$ cat config.mk
export PLATFORM = sky130hd
export DESIGN_NAME = opd_ctrl
export DESIGN_NICKNAME = d
export VERILOG_FILES = /design/src/opd_pkg.sv /design/src/opd_ctrl.sv
export SDC_FILE = /design/constraint.sdc
export NUM_CORES = 1
export LEC_CHECK = 0
export BUFFER_PORTS_ARGS = -buffer_cell sky130_fd_sc_hd__buf_4
export CORE_AREA = 2 2 39 41
export DETAILED_ROUTE_END_ITERATION = 10
export DIE_AREA = 0 0 41 43
export GPL_TIMING_DRIVEN = 0
export MAX_ROUTING_LAYER = met4
export PLACE_DENSITY_LB_ADDON = 0.15
export SETUP_SLACK_MARGIN = 0.1
export SYNTH_ARGS = -nofsm -noshare
export SYNTH_HDL_FRONTEND = slang
export SYNTH_SLANG_ARGS = --single-unit
export TNS_END_PERCENT = 1
$ cat constraint.sdc
create_clock -name clk_i -period 2.7 [get_ports clk_i]
set_clock_uncertainty 0.1 [all_clocks]
set_input_delay 0.54 -clock clk_i [delete_from_list [all_inputs] [get_ports clk_i]]
set_output_delay 0.54 -clock clk_i [all_outputs]
set_load 0.01 [all_outputs]
$ cat src/opd_pkg.sv
// Shared types and constants of the oscillator PID discipline block.
// No dependencies; every other file imports this package.
package opd_pkg;

  localparam int unsigned ErrW   = 32;   // phase error
  localparam int unsigned TimeW  = 32;   // millisecond timestamp
  localparam int unsigned GainW  = 48;   // kp/ki/kd
  localparam int unsigned LimW   = 39;   // limits and min step
  localparam int unsigned FreqW  = 40;   // frequency word
  localparam int unsigned AccW   = 64;   // integral accumulator
  localparam int unsigned OpW    = 64;   // multiplicand width
  localparam int unsigned ProdW  = OpW + GainW;   // exact product
  localparam int unsigned Shift  = 16;            // 2^-56 -> 2^-40
  localparam int unsigned TermW  = ProdW - Shift;
  localparam int unsigned SumW   = TermW + 2;
  localparam int unsigned DivW   = ErrW + 1;      // error difference
  localparam int unsigned QuoW   = DivW + 1;      // signed quotient
  localparam int unsigned CfgIdxW = 3;

  localparam logic signed [GainW-1:0] KpReset = -48'sd18458530000000;
  localparam logic signed [GainW-1:0] KiReset = -48'sd3938480000;
  localparam logic signed [GainW-1:0] KdReset = 48'sd70723000;
  localparam logic [LimW-1:0] IntLimReset  = '1;
  localparam logic [LimW-1:0] PullLimReset = '1;
  localparam logic [LimW-1:0] MinStepReset = '0;

  typedef enum logic [CfgIdxW-1:0] {
    REG_KP       = 3'd0,
    REG_KI       = 3'd1,
    REG_KD       = 3'd2,
    REG_INT_LIM  = 3'd3,
    REG_PULL_LIM = 3'd4,
    REG_MIN_STEP = 3'd5
  } opd_reg_e;

  typedef enum logic [1:0] {
    TERM_P = 2'd0,
    TERM_I = 2'd1,
    TERM_D = 2'd2
  } opd_term_e;

  typedef enum logic [7:0] {
    S_IDLE  = 8'b0000_0001,
    S_INTEG = 8'b0000_0010,
    S_ACC   = 8'b0000_0100,
    S_MP    = 8'b0000_1000,
    S_MI    = 8'b0001_0000,
    S_DIV   = 8'b0010_0000,
    S_MD    = 8'b0100_0000,
    S_DONE  = 8'b1000_0000
  } opd_state_e;

  typedef struct packed {
    logic      load;       // capture input beat
    logic      integ;      // time step, timestamp, clear sum
    logic      acc;        // integral accumulator update
    logic      mul_start;
    opd_term_e mul_sel;
    logic      add_term;
    opd_term_e add_sel;
    logic      div_start;
    logic      finish;     // decide, update state, load output
  } opd_cmd_t;

  typedef struct packed {
    logic mul_done;
    logic div_done;
    logic dt_zero;
    logic out_free;
  } opd_sts_t;

endpackage

$ cat src/opd_ctrl.sv
// Sequencer of the PID block: steps the datapath through one sample.
// Depends on opd_pkg.
module opd_ctrl (
  input  logic              clk_i,
  input  logic              rst_ni,
  input  logic              in_valid_i,
  output logic              in_ready_o,
  input  opd_pkg::opd_sts_t sts_i,
  output opd_pkg::opd_cmd_t cmd_o
);
  import opd_pkg::*;

  opd_state_e state_q, state_d;

  always_ff @(posedge clk_i or negedge rst_ni) begin
    if (!rst_ni) state_q <= S_IDLE;
    else         state_q <= state_d;
  end

  always_comb begin
    state_d    = state_q;
    in_ready_o = 1'b0;
    cmd_o      = '0;
    cmd_o.mul_sel = TERM_P;
    cmd_o.add_sel = TERM_P;
    unique case (state_q)
      S_IDLE: begin
        in_ready_o = 1'b1;
        if (in_valid_i) begin
          cmd_o.load = 1'b1;
          state_d    = S_INTEG;
        end
      end
      S_INTEG: begin
        cmd_o.integ = 1'b1;
        state_d     = S_ACC;
      end
      S_ACC: begin
        cmd_o.acc       = 1'b1;
        cmd_o.mul_start = 1'b1;
        cmd_o.mul_sel   = TERM_P;
        state_d         = S_MP;
      end
      S_MP: begin
        if (sts_i.mul_done) begin
          cmd_o.add_term  = 1'b1;
          cmd_o.add_sel   = TERM_P;
          cmd_o.mul_start = 1'b1;
          cmd_o.mul_sel   = TERM_I;
          state_d         = S_MI;
        end
      end
      S_MI: begin
        if (sts_i.mul_done) begin
          cmd_o.add_term = 1'b1;
          cmd_o.add_sel  = TERM_I;
          if (sts_i.dt_zero) begin
            state_d = S_DONE;   // no derivative on a zero step
          end else begin
            cmd_o.div_start = 1'b1;
            state_d         = S_DIV;
          end
        end
      end
      S_DIV: begin
        if (sts_i.div_done) begin
          cmd_o.mul_start = 1'b1;
          cmd_o.mul_sel   = TERM_D;
          state_d         = S_MD;
        end
      end
      S_MD: begin
        if (sts_i.mul_done) begin
          cmd_o.add_term = 1'b1;
          cmd_o.add_sel  = TERM_D;
          state_d        = S_DONE;
        end
      end
      S_DONE: begin
        if (sts_i.out_free) begin
          cmd_o.finish = 1'b1;
          state_d      = S_IDLE;
        end
      end
      default: state_d = S_IDLE;
    endcase
  end

  a_mul_done_state: assert property (@(posedge clk_i) disable iff (!rst_ni)
    sts_i.mul_done |-> (state_q == S_MP || state_q == S_MI || state_q == S_MD))
    else $error("multiplier finished outside a multiply step");
  a_div_done_state: assert property (@(posedge clk_i) disable iff (!rst_ni)
    sts_i.div_done |-> (state_q == S_DIV))
    else $error("divider finished outside the divide step");
endmodule

**After elaboration in Yosys (flattened, before gate mapping)**

Index checks and enable logic that the tools add are counted.

- Bits in registers: 8
- Input bits: 7

- Eq/ne operators: 14
- Mux-type cells: 23
- Reductions and logical operators: 1

Operator list:

| cell | count |
|---|---|
| $pmux W8 S8 | 1 |
| $mux W8 | 7 |
| $pmux W3 S3 | 2 |
| $ne A2 B2 Y1 const B | 6 |
| $mux W1 | 9 |
| $eq A8 B1 Y1 const B | 1 |
| $eq A8 B2 Y1 const B | 1 |
| $eq A8 B3 Y1 const B | 1 |
| $eq A8 B4 Y1 const B | 1 |
| $eq A8 B5 Y1 const B | 1 |
| $eq A8 B6 Y1 const B | 1 |
| $eq A8 B7 Y1 const B | 1 |
| $eq A8 B8 Y1 const B | 1 |
| $mux W3 | 2 |
| $mux W6 | 1 |
| $reduce_and A6 Y1 | 1 |
| $mux W4 | 1 |

**Logic depth before layout (Yosys ltp)**

Gate-level depths: netlist of run 1.

- Depth after elaboration: 3
- Depth in mapped cells: 5
- Depth with buffers taken out: 5

**Least setup slack after synthesis of run 1**

OpenSTA, ideal clock, no wires.

- Path type: register to output
- Start point: reg state_q[0]
- End point: out cmd_o[10] (netlist name)
- Arrival: 1.744 ns
- Slack: 0.316 ns
- Stages on the path, launching flop included: 4
- Cells stage by stage: dfstp_2 or2b_2 nor4b_1 and2_1

RTL lines:

| what | line | RTL |
|---|---|---|
| start: declaration | opd_ctrl.sv:13 | `opd_state_e state_q, state_d;` |
| start signal: assignment | opd_ctrl.sv:17 | `else state_q <= state_d;` |
| end: declaration | opd_ctrl.sv:9 | `output opd_pkg::opd_cmd_t cmd_o` |

==> results of run 1 <==
==> logic make-up after synthesis <==
family	after synthesis
AO/OA/AOI/OAI	11
XOR/XNOR	2
multiplexers	1
AND/OR/NAND/NOR	33
flip-flops	8
buffers and inverters	6
==> power breakdown <==
part | internal, mW | switching, mW
clock | 0.0568 | 0.0444
combinational | 0.180 | 0.167
sequential | 0.149 | 0.0456
total | 0.386 | 0.257
==> how the worst min path moves through the flow <==
stage / start / end
after floorplan: rst_ni / state_q[1]$_DFFE_PN0P_
after global placement: rst_ni / state_q[1]$_DFFE_PN0P_
after detailed placement: rst_ni / state_q[1]$_DFFE_PN0P_
after CTS: in_valid_i / state_q[0]$_DFFE_PN1P_
after global routing: in_valid_i / state_q[0]$_DFFE_PN1P_
final: in_valid_i / state_q[0]$_DFFE_PN1P_
==> cells in the mapped netlist, types with 2 or more instances <==
library cell / instances
dfrtp_1: 7
and2_1: 5
inv_1: 5
nor2_1: 5
nor3b_1: 4
a21o_1: 3
nor4b_1: 3
nand2_1: 2
nand4b_1: 2
nor2b_1: 2
xnor2_1: 2
==> per-layer routing <==
layer / GRT usage / vias up / wire [um]
met5: - / - / 0
li1: - / 273 / -
met3: 0.0314 / 4 / 59
met1: 0.228 / 277 / 611
met2: 0.319 / 12 / 775
met4: 0.120 / 0 / 33
==> metrics by stage <==
step | hold slack (ns) | worst slack, ns | util
floorplan | 0.144 | 0.316 | -
global placement | 0.264 | 0.325 | 0.546
detailed placement | 0.266 | 0.238 | 0.546
CTS | 0.391 | 0.0823 | 0.580
global route | 0.391 | 0.0263 | 0.598
finish | 0.384 | 0.164 | 0.598
==> cell usage in the layout (no fill, tap or decap), drive strengths merged, types with 2 or more instances in the layout <==
cell type / n
nor4: 2
and2: 5
inv: 5
xnor2: 2
nand4b: 2
dfrtp: 7
nand2: 3
a21o: 3
nor2: 5
o21ai: 2
nor2b: 2
nor3b: 4
clkbuf: 4
buf: 21
nor4b: 4
==> critical path, cell delays in order (launching register included) <==
cell	delay [ns]
dfrtp_1	0.45
nor4_4	0.33
nand2_1	0.17
nor3b_2	0.29
and2_1	0.19
or3_1	0.11
buf_4	0.11
==> cell type report <==
type	instances	share of cell area
clock buffer	4	0.0318
tap	16	0.0242
timing repair buffer	21	0.194
multi-input combinational	47	0.475
buffer	1	0.00908
sequential	8	0.244
inverter	5	0.0227
==> timing repair <==
item	in CTS	in global routing
hold buffers	1	0
setup buffers	0	2
pin swaps	0	1
cloned	0	0
endpoints found under the setup margin	3	4
endpoints found under the hold margin	7	0
gates resized for setup	2	1
==> results by stage, run 1 <==
Timing:
- The setup-violating endpoint count in the final report is 0.
- The worst path needs 2.54 ns of the cycle, external delays included.
- The final cycle utilization of the critical path is 0.939.
- Setup repair after global routing could not meet its margin everywhere.
- The final-report hold violation count is 0.
- For the pin with the worst max-slew slack, the measured transition is 0.377 ns.
- The upper clock frequency limit is 394 MHz.
- The count of pins over their slew limit came to 0.
- The final sum of negative setup slack is 0 ns.
- The tightest slew margin relative to the limit is 0.748.

Setup path:
- For the worst setup path, the data required time is 2.06 ns.
- The startpoint identified for the worst register-to-register timing path is state_q[2]$_DFFE_PN0P_.
- The worst setup path is captured at a primary output.
- In this run the critical register-to-register path is captured at state_q[4]$_DFFE_PN0P_.
- In this run the worst path has a maximum fanout of 6.
- The worst-case register-to-register setup slack is 0.64 ns.
- The worst reg-to-reg path cell count is 6.
- The startpoint type of the worst setup path is a flop.
- Data on the critical path arrives at its endpoint at 1.90 ns.
- The critical path ends at cmd_o[7].
- The most critical setup path has its startpoint at state_q[1]$_DFFE_PN0P_.
- The critical path in this run is classified as flop to primary output.

Logic synthesis:
- The post-synthesis adder-cell area fraction is 0.
- Of the post-synthesis cell area, the dominant cell type holds 0.292.
- The post-synthesis mux area share is 0.0188.
- The area share of xor/xnor cells in the synthesized design is 0.0292.
- The post-synthesis average cell area is 9.85 um2.
- The largest total area in the synthesized netlist belongs to dfrtp_1.
- By area the synthesized netlist is led by dfrtp_1, and2_1, nor3b_1.
- The number of distinct standard cells referenced by the synthesized netlist is 32.
- The main combinational cell family by area after synthesis is simple AND/OR/NAND/NOR gates.
- The fraction of the mapped netlist area in compound gates is 0.177.
- Of the total synthesized cell area, the portion taken by AND, OR, NAND and NOR gates is 0.396.
- After synthesis, the share of flip-flops with an asynchronous set or reset is 1.00.
- During synthesis, Yosys emitted a total of 0 warnings.
- Yosys mapped a number of flops with a built-in enable equal to 0.
- In the synthesized netlist, the number of instances is 61.
- The flip-flop cell with the highest count after synthesis is dfrtp_1.
- The synthesized netlist occupies a cell area of 601 um2.
- After synthesis the netlist holds a flip-flop and latch count of 8.
- The sequential element share of the synthesized area is 0.335.
- The number of nets produced by synthesis is 68.

Clocking:
- The number of levels in the clock H-tree is 1.
- The CTS tree is yes.
- The insertion delay of the later-clocked pin in the worst-skew pair is 0.26 ns.
- The number of sinks handled by clock tree synthesis is 8.
- The clock tree root driver cell is clkbuf_4.
- The clock-pin slew on the worst setup and hold paths is 0.05 ns.
- The number of buffers between clock root and the deepest sink is 2.
- Buffers inserted during clock tree synthesis total 3.

Place:
- The weighted congestion reported at the end of routability-driven placement is 0.838.
- In this run the cell area measured after placement is 756 um2.
- The instance count after placement with tap cells included is 95.
- During placement, the flow inserted port buffers numbering 18.
- The detailed placer's ending HPWL is 1120 um.

Layout:
- In the final layout, the registers with the most flip-flops are state_q x8.
- Summing all flip-flop and latch instances after layout gives 201 um2.
- Of the cells placed in the final design, the portion with a size suffix greater than 1 is 0.407.
- 0 antenna diodes ended up in the layout.
- The register with the most flip-flops in the layout has 8 of them.
- Excluding fillers, the count of instances in the completed layout stands at 102.
- After routing the design area is 827 um2.
- The final-layout fill cell count is 129.
- In the final layout, the multi-input gates occupy 393 um2.
- The layout-stage area growth over the synthesis result is 37.7%.
- The number of nets in the finished design is 94.
- Counting flops per register, the top entry is state_q.

Floorplanning:
- The die outline area is 1760 um2.
- The vertical extent of the die is 43 um.
- The floorplan core area is 1380 um2.
- The die extent in x is 41 um.
- The floorplan has 14 rows.
- The initial utilization of the core area, before any placement, comes to 0.434.
- Pin placement for this block handled 19 I/O pins.

Global route:
- Entering global routing, the biggest net connects 9 pins.
- The number of global-route vias before repair is 540.
- The total global routing overflow is 0.
- Across every metal layer, demand over resource in global routing totals 0.202.
- The first global-routing pass estimated 2330 um of wire.
- The number of antenna violations at the first check in global routing came to 0.

Power:
- The worst vdd rail ir drop is 0.561 mV.
- The analysis attributes to cell leakage a power of 0.423 nW.
- The design draws 0.643 mW.
- For this design the ratio of total power to cell area is 777 nW/um2.

Routing:
- The number of DRC markers in iteration 0 is 11.
- In the final routed layout, each cell accounts on average for 14.5 um.
- The post-detailed-route count of antenna-violating nets is 0.
- For this block, the routed nets add up to 1480 um of wire.
- The routed layout has 566 vias.
- The via-per-instance ratio is 5.55.
- The post-detailed-route DRC marker count is 0.
- The number of optimization iterations in the first detailed-route pass is 4.

Run:
- Across the run, the number of max-cap violations was 0.

Worst hold path:
- The path category of the worst min-delay check is input port to flop.
- The number of cells traversed by the worst hold path is 2.

Status:
- The flow ran to the end, and the final reports show no timing, DRC or antenna violations.
Note: power is estimated with default switching activity, not from simulation.
==> run 2, diff against run 1 <==
==> constraint.sdc (replaced) <==
create_clock -name clk_i -period 2.7 [get_ports clk_i]
set_clock_uncertainty 0.1 [all_clocks]
set_input_delay 0.405 -clock clk_i [delete_from_list [all_inputs] [get_ports clk_i]]
set_output_delay 0.405 -clock clk_i [all_outputs]
set_load 0.01 [all_outputs]
==> run 2 against run 1 <==
Against the previous run: sequential cell count is the same; cell area decreased by 3.6%; worst setup slack improved by 0.064 ns; largest power group unchanged; worst hold slack worse by 0.13 ns; non-clock buffer count fell by 2; critical endpoint unchanged.
==> results by stage, run 2 (synthesis gave the netlist of run 1 again) <==
Status:
- The flow ran to the end, and the final reports show no timing, DRC or antenna violations.

Clocking:
- The number of levels in the clock H-tree was 1 (unchanged).
- The tree is rooted in a clkbuf_4.
- The number of buffers between clock root and the deepest sink is 2 (unchanged).
- The clock-pin slew on the worst setup and hold paths came to 0.05 ns (about the same).
- The CTS tree is yes.
- The number of sinks handled by clock tree synthesis is 8 (unchanged).
- The insertion delay of the later-clocked pin in the worst-skew pair is 0.26 ns (about the same).
- The total CTS buffers came to 3 (unchanged).

Timing:
- The count of pins over their slew limit came to 0 (unchanged).
- The final cycle utilization of the critical path is 0.916 (-0.0238).
- The upper clock frequency limit came to 405 MHz (+2.6%).
- The tightest slew margin relative to the limit was 0.692 (-0.0553).
- Setup repair after global routing left no endpoint under its margin.
- The final sum of negative setup slack is 0 ns (unchanged).
- The setup-violating endpoint count in the final report is 0 (unchanged).
- The final-report hold violation count is 0 (unchanged).
- The post-route minimum period is 2.47 ns (-0.0643 ns).
- The slew at the pin with the worst max-slew slack is 0.455 ns (+0.0775 ns).
- The worst hold-check slack is 0.251 ns (-0.133 ns).

Setup path:
- The worst register-to-register path begins at state_q[6]$_DFFE_PN0P_.
- The worst setup path is launched from a flop.
- The destination of the worst register-to-register timing path is state_q[4]$_DFFE_PN0P_.
- The highest cell delay on the worst timing path is 0.44 ns (about the same).
- On the critical path, the stage with the largest delay is an instance of dfrtp_1.
- The arrival time at the worst endpoint came to 1.97 ns (+0.07 ns).
- The worst-path maximum fanout came to 6 (unchanged).
- The class of the most critical setup path is flop to primary output.
- Traced cell by cell, the critical path runs through nor4_2 -> nand2_1 -> nor3b_2 -> and2_1 -> or3_1 -> buf_4.
- The worst-case register-to-register setup slack is 0.65 ns (about the same).
- The worst reg-to-reg path cell count was 5 (-1).
- STA classifies the critical path endpoint as a primary output.
- The data required time of the worst path was 2.19 ns (+0.13 ns).

Global route:
- The largest net degree at the start of global routing was 9 (unchanged).
- The total global routing overflow is 0 (unchanged).
- The met1 routing resource usage after global routing was 0.228 (unchanged).
- The highest-utilization routing layer at the global route stage is met2.
- The global-route track usage on met3 is 0.0314 (unchanged).
- The number of antenna violations at the first check in global routing is 0 (unchanged).
- The wire length of the first global-routing pass was 2280 um (-1.8%).
- The met2 usage is 0.309 (-0.00937).
- The total global-route track usage is 0.199 (-0.00311).
- The number of global-route vias before repair is 536 (-0.74%).

Worst hold path:
- The worst hold path terminates at state_q[0]$_DFFE_PN1P_.
- The number of cells traversed by the worst hold path is 2 (unchanged).
- The path category of the worst min-delay check is input port to flop.
- The worst hold path startpoint is in_valid_i.

Layout:
- The largest registers in the layout are state_q x8.
- The fraction of the core area covered by cells at the end of the flow is 0.576 (-0.0217).
- The share of layout cells above drive strength 1 came to 0.381 (-0.0260).
- The number of nets in the finished design was 92 (-2.1%).
- The total inserted antenna cells is 0 (unchanged).
- Leaving out fill and tap cells, the most frequent cell in the layout is buf_4.
- The largest register by flop count is state_q.
- The final cell count without fillers was 100 (-2.0%).
- The area growth from synthesis to layout is 32.7%.
- The flip-flop count of the largest register, all copies and words added was 8 (unchanged).
- The top cell types in the final layout, fill and taps aside, are buf_4, dfrtp_1, nor2_1, inv_1, and2_1.

Power:
- The switching part of the total came to 0.408 (+0.00837).
- The worst vdd rail ir drop is 0.494 mV (-12%).
- The design internal power came to 0.354 mW (-8.1%).
- The power per cell area is 751 nW/um2 (-3.3%).
- The combinational power share is 0.516 (-0.023).
- The power share of the sequential group came to 0.317 (+0.014).
- The clock share of power is 0.167 (+0.010).
- The final total power is 0.599 mW (-6.8%).
- The total net switching power is 0.244 mW (-4.9%).
- The static power due to leakage was 0.410 nW (-3.2%).

Routing:
- The total detailed-routing wirelength is 1440 um (-2.6%).
- The number of DRC markers in iteration 0 is 9 (-2).
- The number of optimization iterations in the first detailed-route pass is 4 (unchanged).
- The via-per-instance ratio is 5.59 (+0.74%).
- The post-detailed-route DRC marker count came to 0 (unchanged).
- The post-detailed-route count of antenna-violating nets is 0 (unchanged).
- The wire length per cell after detailed routing is 14.4 um (-0.69%).
- The number of vias in the routed layout is 559 (-1.2%).

Floorplanning:
- The die extent in x is 41 um (unchanged).
- The floorplan core area is 1380 um2 (unchanged).
- The row count is 14 (unchanged).
- The top-level I/O count is 19 (unchanged).
- The die outline area was 1760 um2 (unchanged).
- The initial core utilization is 0.434 (unchanged).
- The vertical extent of the die was 43 um (unchanged).

Place:
- The instance count after placement with tap cells included is 95 (unchanged).
- The detailed placer's ending HPWL is 1120 um (unchanged).
- The number of buffers inserted by port buffering is 18 (unchanged).
- The weighted congestion reported at the end of routability-driven placement is 0.838 (unchanged).

Run:
- The number of max-cap violations is 0 (unchanged).
[run 2: cell types whose count changed in the layout (fill, tap and decap cells not counted), sizes merged]
cell	previous run	this run
buf	21	19
[run 2: worst max-delay path by stage]
stage	from	end	slack (ns)	cells after the start
finish	state_q[1]$_DFFE_PN0P_	cmd_o[7]	0.23	6
global route	state_q[1]$_DFFE_PN0P_	cmd_o[7]	0.10	6
CTS	state_q[1]$_DFFE_PN0P_	cmd_o[7]	0.11	6
detailed placement	state_q[1]$_DFFE_PN0P_	cmd_o[7]	0.37	6
global placement	state_q[1]$_DFFE_PN0P_	cmd_o[7]	0.46	6
floorplan	state_q[0]$_DFFE_PN1P_	cmd_o[10]	0.45	3
[run 2: final cells by class]
class                   count  area, um2
repair buffers             19        145
flip-flops and latches      8        201
clock buffers               4       26.3
multi-input cells          47        378
inverters                   5       18.8
fillers                   134        587
plain buffers               1       7.51
well taps                  16       20.0
[run 2: worst max-delay path: cells and delay by family, from the launching register on]
kind / cells / cell delay [ns]
buf+inv: 1 / 0.11
simple gates: 5 / 1.16
flops: 1 / 0.44
[run 2: metrics by stage]
step                      setup slack (ns)  instance area (um2)
after floorplan                      0.451                  601
after global routing                 0.101                  797
after detailed placement             0.373                  756
final                                0.228                  797
after CTS                            0.108                  792
after global placement               0.460                  756
[run 2: repair_timing]
action / in CTS / in global routing
endpoints found under the setup margin: 0 / 2
endpoints found under the hold margin: 7 / 0
setup buffers: 0 / 0
hold buffers: 1 / 0
gates resized for setup: 0 / 1
[run 2: metal layers]
layer | wire (um) | up-vias | share of wire
met5 | 0 | - | 0
met4 | 37 | 0 | 0.026
met3 | 61 | 4 | 0.042
met2 | 737 | 14 | 0.51
met1 | 605 | 272 | 0.42
li1 | - | 269 | -
[run 2: power by group through the flow]
stage	clock network (mW)	logic, mW	registers [mW]
floorplan	0	0.215	0.183
global placement	0	0.296	0.190
detailed placement	0	0.308	0.191
CTS	0.103	0.311	0.189
global route	0.114	0.337	0.194
finish	0.0997	0.309	0.190
